$ cat src/hw/rtl/mfb_pkg.sv
// Shared types and constants for the monochrome frame buffer pixel engine.
// Used by the controller, the datapath and the top level; depends on nothing.
`timescale 1ns / 1ps
`default_nettype none

package mfb_pkg;

  localparam int ROW_BYTES_DEF = 32;
  localparam int ROWS_DEF      = 128;

  localparam int IN_TDATA_W  = 32;
  localparam int IN_TUSER_W  = 2;
  localparam int OUT_TDATA_W = 8;
  localparam int BYTE_W      = 8;

  // Wide enough for row * ROW_BYTES + column at the largest parameter values.
  localparam int ADDR_CALC_W = 16;

  typedef enum logic [1:0] {
    FUNC_PLOT  = 2'd0,
    FUNC_WRITE = 2'd1,
    FUNC_SHIFT = 2'd2,
    FUNC_READ  = 2'd3
  } func_t;

  typedef struct packed {
    logic clear;
    logic accept;
    logic update;
    logic update2;
    logic load_out;
  } cmd_t;

  typedef struct packed {
    logic  clear_last;
    func_t in_func;
    func_t func;
    logic  next_ok;
    logic  out_free;
  } sts_t;

endpackage

`default_nettype wire

$ cat src/hw/rtl/mfb_ctrl.sv
// Controller state machine of the frame buffer pixel engine.
// Depends on mfb_pkg for the command and status structures.
`timescale 1ns / 1ps
`default_nettype none

module mfb_ctrl (
  input  wire logic          clk,
  input  wire logic          rst,
  input  wire logic          s_tvalid,
  output logic               s_tready,
  input  wire mfb_pkg::sts_t sts,
  output mfb_pkg::cmd_t      cmd
);

  typedef enum logic [3:0] {
    S_CLEAR   = 4'b0001,
    S_IDLE    = 4'b0010,
    S_UPDATE  = 4'b0100,
    S_UPDATE2 = 4'b1000
  } state_t;

  state_t state;
  state_t state_next;

  always_ff @(posedge clk) begin
    if (rst) begin
      state <= S_CLEAR;
    end else begin
      state <= state_next;
    end
  end

  always_comb begin
    state_next = state;
    cmd        = '0;
    s_tready   = 1'b0;
    unique case (state)
      S_CLEAR: begin
        cmd.clear = 1'b1;
        if (sts.clear_last) begin
          state_next = S_IDLE;
        end
      end
      S_IDLE: begin
        s_tready = 1'b1;
        if (s_tvalid) begin
          cmd.accept = 1'b1;
          if (sts.in_func != mfb_pkg::FUNC_WRITE) begin
            state_next = S_UPDATE;
          end
        end
      end
      S_UPDATE: begin
        if (sts.func == mfb_pkg::FUNC_READ) begin
          if (sts.out_free) begin
            cmd.load_out = 1'b1;
            state_next   = S_IDLE;
          end
        end else begin
          cmd.update = 1'b1;
          if (sts.func == mfb_pkg::FUNC_SHIFT && sts.next_ok) begin
            state_next = S_UPDATE2;
          end else begin
            state_next = S_IDLE;
          end
        end
      end
      S_UPDATE2: begin
        cmd.update2 = 1'b1;
        state_next  = S_IDLE;
      end
      default: begin
        state_next = S_CLEAR;
      end
    endcase
  end

endmodule

`default_nettype wire

$ cat config.mk
export PLATFORM = sky130hd
export DESIGN_NAME = mfb_ctrl
export DESIGN_NICKNAME = d
export VERILOG_FILES = /design/src/hw/rtl/mfb_pkg.sv /design/src/hw/rtl/mfb_ctrl.sv
export SDC_FILE = /design/constraint.sdc
export NUM_CORES = 1
export LEC_CHECK = 0
export BUFFER_PORTS_ARGS = -buffer_cell sky130_fd_sc_hd__buf_2
export CAP_MARGIN = 20
export CORE_AREA = 2 2 39 41
export DETAILED_ROUTE_END_ITERATION = 7
export DIE_AREA = 0 0 41 43
export SLEW_MARGIN = 20
export SYNTH_ARGS = -nofsm -noshare
export SYNTH_HDL_FRONTEND = slang
export SYNTH_SLANG_ARGS = --single-unit
$ cat constraint.sdc
create_clock -name clk -period 1.8 [get_ports clk]
set_clock_uncertainty 0.1 [all_clocks]
set_input_delay 0.36 -clock clk [delete_from_list [all_inputs] [get_ports clk]]
set_output_delay 0.36 -clock clk [all_outputs]
set_load 0.03 [all_outputs]
==> results_dict.tcl, run 1 <==
set metrics [dict create \
    viasPerCell 4.80 \
    min-delay-path-class "in2reg" \
    synth_top_cell_by_area "dfxtp_1" \
    die_y_um 43 \
    grt_pass1_vias 352 \
    die_x_um 41 \
    layout_min_cycle_time_ps 1830 \
    reg_top3 "state x4" \
    drive_gt1_frac 0.644 \
    critPathArrivalTime_ps 1370 \
    finalCritPeriodShare 1.02 \
    path_delay_family "simple AND/OR/NAND/NOR gates" \
    drt_first_pass_iters 2 \
    h-tree-depth 1 \
    die-area_um2 1760 \
    status "complete, but fails checks" \
    cp-start-kind "register" \
    clk_latency_ps 240 \
    timing.slew.headroom 0.726 \
    critPathSlowestCell "or4b_4" \
    worstSetupPathType "reg2out" \
    hold-worst-slack_ps 246 \
    final_area_um2 529 \
    cts_tree "done" \
    regMostFlops "state" \
    antenna_found_initial 0 \
    wl_per_cell_um 10.7 \
    dpl_worst_slack_ps 129 \
    finalSetupTns_ps -28.4 \
    maxCapViolCount 0 \
    place_area_um2 440 \
    path_buf_inv 1 \
    synth_top_area_frac 0.260 \
    ys_ff_latch 4 \
    multiInputGateArea_um2 241 \
    clock-sinks 4 \
    start_util 0.222 \
    violations "setup timing" \
    place_congestion 0.744 \
    overflow 0 \
    grt_usage 0.115 \
    leakage_nw 0.244 \
    rows 14 \
    largest_reg_flops 4 \
    yosys.cell_count.top_type "dfxtp_1" \
    nets 71 \
    synthDistinctLibCells 27 \
    diodes 0 \
    finalHoldViolations 0 \
    clk_path_buf_depth 2 \
    syn_inst 35 \
    powerDensity_nw_per_um2 616 \
    io_buffers 15 \
    vdd_drop_max_uv 347 \
    slew_violations 0 \
    yosysWarnings 0 \
    areaGrowthSynthToFinish_pct 72.0 \
    synth_area_um2 308 \
    syn-num-nets 45 \
    wl_um 803 \
    crit_path_max_incr_delay_ps 540 \
    max_slew.worst_pin.slew_ps 408 \
    numCtsBuffers 3 \
    fill_cells 145 \
    async_flop_share 0 \
    utilization 0.382 \
    cp_cell_sequence "or4b_4 > a21oi_2 > buf_6" \
    synth_edf_count 0 \
    cts_root_buf "clkbuf_4" \
    core_um2 1380 \
    max_freq_mhz 547 \
    drtIter0Drc 1 \
    grt_setup_unrepaired "yes" \
    path_clk_slew_ps 40 \
    grt_max_degree 8 \
    finalSetupViolations 1 \
    critPathMaxFanout 3 \
    seq_area_frac_synth 0.260 \
    num_vias 360 \
    ant_nets 0 \
    syn_avg_cell_area_um2 8.79 \
    ff_latch_area_um2 83.8 \
    io_pins 16 \
    yosys-top-cells-area "dfxtp_1 (26%), o41ai_2 (5.3%), nand3b_1 (4.9%), nor4b_2 (4.9%), a211oi_2 (4.1%)" \
    cp-end-kind "primary output" \
    required_ps 1340 \
    grt_pass1_wl_um 1320 \
    drc_errors 0 \
    synth_ff_type "dfxtp_1" \
    setup_ws_ps -28.4 \
]
layout make-up:
cell class              instances  area share
flip-flops and latches          4       0.158
well taps                      16      0.0378
multi-input cells              28       0.456
inverters                       1     0.00709
repair buffers                 23       0.298
clock buffers                   3      0.0426
cell usage in the layout, fill, tap and decap left out, drive strengths merged, types with 2 or more instances in the layout:
cell type  Yosys  final
nand3b         2      2
nor2           2      2
o21ai          2      2
dfxtp          4      4
clkbuf         0      3
nor4b          2      2
nor3           2      2
a21oi          2      2
nor4           2      2
nand2b         2      2
buf            2     23
logic make-up after synthesis:
logic type / synth area share
compound gates: 0.207
xor+xnor: 0.0285
flops: 0.260
mux: 0.0325
buf+inv: 0.0528
simple gates: 0.419
power by group:
part | leakage (nW) | switching (mW) | internal [mW] | total [mW]
logic | 0.197 | 0.0568 | 0.0508 | 0.108
registers | 0.0332 | 0.00621 | 0.0969 | 0.103
clock network | 0.0138 | 0.0406 | 0.0749 | 0.115
what timing repair did:
item / CTS / global route
buffers inserted: 2 / 1
gates resized for setup: 9 / 5
hold buffers: 0 / 0
pin swaps: 3 / 2
endpoints found under the setup margin: 5 / 4
metal layers:
metal / GRT usage / wire length (um) / share of wire
met5: 0 / 0 / 0
met4: 0.0800 / 0 / 0
met3: 0.0366 / 34 / 0.042
met2: 0.178 / 417 / 0.52
met1: 0.123 / 351 / 0.44
per-stage QoR:
stage | instances | power (mW)
2_1_floorplan | 35 | 0.166
3_3_place_gp | 69 | 0.200
3_5_place_dp | 69 | 0.201
4_1_cts | 74 | 0.328
5_1_grt | 75 | 0.345
6_report | 75 | 0.326
worst paths after layout:
kind,cells past startpoint,slack (ps),start,to
setup reg to reg,5,260,state[3],state[1]
hold / removal,2,250,sts[2],state[3]
setup / recovery,3,-30,state[1],cmd[2]
hold reg to reg,2,450,state[1],state[3]
Power figures use the tool's default switching activity.
==> run 2, diff against run 1 <==
--- a/config.mk
+++ b/config.mk
@@ -5,7 +5,7 @@
 export SDC_FILE = /design/constraint.sdc
 export NUM_CORES = 1
 export LEC_CHECK = 0
-export BUFFER_PORTS_ARGS = -buffer_cell sky130_fd_sc_hd__buf_2
+export BUFFER_PORTS_ARGS = -buffer_cell sky130_fd_sc_hd__clkbuf_2
 export CAP_MARGIN = 20
 export CORE_AREA = 2 2 39 41
 export DETAILED_ROUTE_END_ITERATION = 7
==> results_dict.tcl, run 2 (synthesis results as in run 1) <==
set metrics [dict create \
    status "complete, but fails checks" \
    violations "setup timing" \
    maxCapViolCount 0 \
    ff_latch_area_um2 83.8 \
    finalHoldViolations 0 \
    numCtsBuffers 3 \
    cp-start-kind "register" \
    viasPerCell 4.60 \
    required_ps 1340 \
    leakage_nw 0.256 \
    path_clk_slew_ps 40 \
    nets 73 \
    multiInputGateArea_um2 241 \
    dp_cells 70 \
    drc_errors 0 \
    setup_ws_ps -51.3 \
    overflow 0 \
    critPathMaxFanout 4 \
    largest_reg_flops 4 \
    ant_nets 0 \
    finalSetupViolations 1 \
    antenna_found_initial 0 \
    final_common_cell "clkbuf_2" \
    diodes 0 \
    finalCritPeriodShare 1.03 \
    hold_buffers 0 \
    die-area_um2 1760 \
    wl_um 770 \
    fill_cells 151 \
    powerDensity_nw_per_um2 597 \
    timing.slew.headroom 0.729 \
    reg_top3 "state x4" \
    grt_max_degree 8 \
    min-delay-path-class "in2reg" \
    die_y_um 43 \
    layout_min_cycle_time_ps 1850 \
    clk_path_buf_depth 2 \
    worstSetupPathType "reg2out" \
    die_x_um 41 \
    cts_tree "done" \
    vdd_drop_max_uv 249 \
    cts_root_buf "clkbuf_4" \
    grt_pass1_wl_um 1240 \
    h-tree-depth 1 \
    hold-worst-slack_ps 254 \
    power_mw 0.330 \
    regMostFlops "state" \
    dpl_worst_slack_ps 129 \
    io_pins 16 \
    slew_violations 0 \
    r2r_slack_ps 260 \
    drt_first_pass_iters 2 \
    clk_latency_ps 230 \
    cp-end-kind "primary output" \
    max_slew.worst_pin.slew_ps 403 \
    io_buffers 15 \
    core_um2 1380 \
    crit_path_max_incr_delay_ps 540 \
    fin_cells 77 \
    grt_pass1_vias 329 \
    grt_setup_unrepaired "yes" \
    clock-sinks 4 \
    wl_per_cell_um 10.0 \
    max_freq_mhz 540 \
    place_congestion 0.703 \
    final_cell_mix "clkbuf_2 (11), buf_4 (8), clkbuf_4 (4), buf_6 (4), dfxtp_2 (3)" \
    place_area_um2 448 \
    start_util 0.222 \
    rows 14 \
    grt_usage 0.103 \
    areaGrowthSynthToFinish_pct 79.7 \
    drtIter0Drc 1 \
    final_area_um2 553 \
    num_vias 354 \
    critPathArrivalTime_ps 1390 \
    drive_gt1_frac 0.656 \
    critPathSlowestCell "or4b_4" \
    cp_cell_sequence "or4b_4 > a21oi_2 > clkbuf_8" \
]
## run 2: cell types whose count changed in the layout (fill, tap and decap cells not counted), sizes merged
cell and change:
clkbuf +13, buf -11
## run 2: per-layer routing
metal	wire length [um]	up-vias	global-route usage
met5	0	-	0
met4	0	0	0.0600
met3	39	0	0.0314
met2	378	10	0.150
met1	353	152	0.128
li1	-	192	-
## run 2: timing repair
item | in CTS | in global routing
endpoints found under the hold margin | 0 | 0
gates resized for setup | 11 | 7
pin swaps | 1 | 3
endpoints found under the setup margin | 4 | 5
buffers inserted | 1 | 3
## run 2: path summary, 6_finish.rpt
check           start       end  depth (start not counted)
min            sts[1]  state[3]                          3
max          state[3]    cmd[2]                          3
max reg2reg  state[3]  state[1]                          5
min reg2reg  state[0]  state[3]                          2
## run 2: where the power goes
group	switching, mW	leakage (nW)	internal [mW]
sequential	0.00678	0.0332	0.0969
clock	0.0353	0.0138	0.0745
combinational	0.0573	0.209	0.0595
total	0.0995	0.256	0.231
## run 2: area by class of cell
class | instances | share of cell area
multi-input cells | 28 | 0.437
repair buffers | 25 | 0.328
flip-flops and latches | 4 | 0.152
clock buffers | 3 | 0.0407
well taps | 16 | 0.0362
inverters | 1 | 0.00679
## run 2: through the flow
| stage | setup TNS [ps] | util |
|---|---|---|
| finish | -51.3 | 0.400 |
| CTS | -55.7 | 0.373 |
| detailed placement | 0 | 0.324 |
| floorplan | 0 | - |
| global placement | 0 | 0.324 |
| global route | -155 | 0.400 |
## run 2: worst max-delay path: cells and delay by family, from the launching register on
kind | cells | cell delay (ps)
flops | 1 | 330
compound gates | 1 | 130
simple gates | 1 | 540
buf+inv | 1 | 170
==> run 3, diff against run 2 <==
--- a/config.mk
+++ b/config.mk
@@ -10,6 +10,7 @@
 export CORE_AREA = 2 2 39 41
 export DETAILED_ROUTE_END_ITERATION = 7
 export DIE_AREA = 0 0 41 43
+export SKIP_LAST_GASP = 1
 export SLEW_MARGIN = 20
 export SYNTH_ARGS = -nofsm -noshare
 export SYNTH_HDL_FRONTEND = slang
==> results_dict.tcl, run 3 (synthesis results as in run 1) <==
set metrics [dict create \
    status "complete, but fails checks" \
    violations "setup timing" \
    clk_path_buf_depth 2 \
    finalSetupViolations 1 \
    io_buffers 15 \
    final_area_um2 536 \
    utilization 0.387 \
    path_clk_slew_ps 40 \
    max_slew.worst_pin.slew_ps 401 \
    internal_power_mw 0.223 \
    critPathMaxFanout 3 \
    viasPerCell 4.55 \
    critPathArrivalTime_ps 1380 \
    clk_latency_ps 230 \
    largest_reg_flops 4 \
    path_depth 3 \
    hold_buffers 0 \
    timing.slew.headroom 0.730 \
    wl_per_cell_um 9.49 \
    drtIter0Drc 0 \
    maxCapViolCount 0 \
    finalCritPeriodShare 1.02 \
    leakage_nw 0.244 \
    finalHoldViolations 0 \
    grt_max_degree 8 \
    areaGrowthSynthToFinish_pct 74.0 \
    r2r_cells 5 \
    vdd_drop_max_uv 245 \
    layout_min_cycle_time_ps 1840 \
    min_delay_worst_endpoint "state[3]" \
    die_y_um 43 \
    drive_gt1_frac 0.610 \
    slew_violations 0 \
    overflow 0 \
    r2r_start "state[3]" \
    io_pins 16 \
    worstSetupPathType "reg2out" \
    path_buf_inv 1 \
    p_seq_frac 0.322 \
    place_area_um2 448 \
    powerDensity_nw_per_um2 598 \
    critPathSlowestCell "or4b_4" \
    die_x_um 41 \
    num_vias 341 \
    clock-sinks 4 \
    reg_top3 "state x4" \
    numCtsBuffers 3 \
    hold_depth 3 \
    fill_cells 145 \
    max_freq_mhz 545 \
    diodes 0 \
    ant_nets 0 \
    wl_um 712 \
    dpl_worst_slack_ps 129 \
    die-area_um2 1760 \
    place_congestion 0.703 \
    regMostFlops "state" \
    final_cell_mix "clkbuf_2 (11), buf_4 (8), buf_6 (4), clkbuf_4 (3)" \
    combPwrFrac 0.339 \
    rows 14 \
    met1_usage 0.128 \
    setup_ws_ps -35.5 \
    netSwitchingPower_mw 0.0966 \
    grt_use_met2 0.150 \
    grt_pass1_vias 330 \
    min-delay-path-class "in2reg" \
    start_util 0.222 \
    antenna_found_initial 0 \
    cts_tree "done" \
    clkPwrFrac 0.339 \
    core_um2 1380 \
    worstHoldStart "sts[1]" \
    required_ps 1340 \
    gr-max-usage-layer "met2" \
    r2r_slack_ps 240 \
    grt_usage 0.103 \
    netSwitchingFraction 0.302 \
    finalSetupTns_ps -35.5 \
    grt_pass1_wl_um 1240 \
    cp-start-kind "register" \
    nets 71 \
    path_delay_family "simple AND/OR/NAND/NOR gates" \
    crit_path_max_incr_delay_ps 560 \
    final_common_cell "clkbuf_2" \
    cp-end-kind "primary output" \
    cts_root_buf "clkbuf_4" \
    grt_setup_unrepaired "yes" \
    critPathLaunch "state[0]" \
    cp_cell_sequence "or4b_4 > a21oi_4 > buf_6" \
    r2r_end "state[1]" \
    drc_errors 0 \
    grt_use_met3 0.0314 \
    drt_first_pass_iters 1 \
    h-tree-depth 1 \
]
run 3: metrics by stage:
step	total power [mW]	hold WS (ps)	std cells
5_1_grt	0.341	267	75
3_5_place_dp	0.201	492	70
6_report	0.320	262	75
4_1_cts	0.319	256	74
2_1_floorplan	0.166	329	35
3_3_place_gp	0.200	487	70
run 3: tightest hold or removal path, delay by kind of cell:
kind                   cells  cell delay, ps
AND/OR/NAND/NOR            2              90
buffers and inverters      1              90
run 3: repair_timing:
action | in CTS | in global routing
endpoints found under the setup margin | 4 | 5
resized for setup | 7 | 12
buffers inserted | 1 | 1
pin swaps | 0 | 3
run 3: layout make-up:
cell class	count	area (um2)	share of cell area
Multi-Input combinational cell	28	246	0.460
Timing Repair Buffer	23	160	0.299
Sequential cell	4	82.6	0.154
Clock buffer	3	22.5	0.0421
Tap cell	16	20.0	0.0374
Inverter	1	3.75	0.00701
run 3: routing by layer:
layer	routed length [um]	vias to the layer above	part of all wire
met4	0	0	0
met2	346	10	0.49
met5	0	-	0
met3	47	0	0.066
met1	319	144	0.45
li1	-	187	-
run 3: how the worst max path moves through the flow:
stage               endpoint
floorplan             cmd[3]
global placement      cmd[2]
detailed placement    cmd[2]
CTS                   cmd[2]
global route          cmd[2]
finish                cmd[2]
run 3: power groups by stage:
stage | clock network [mW] | registers (mW) | logic [mW]
2_1_floorplan | 0 | 0.102 | 0.0643
6_report | 0.108 | 0.103 | 0.109
3_3_place_gp | 0 | 0.101 | 0.0989
5_1_grt | 0.119 | 0.105 | 0.117
3_5_place_dp | 0 | 0.101 | 0.0993
4_1_cts | 0.113 | 0.102 | 0.104
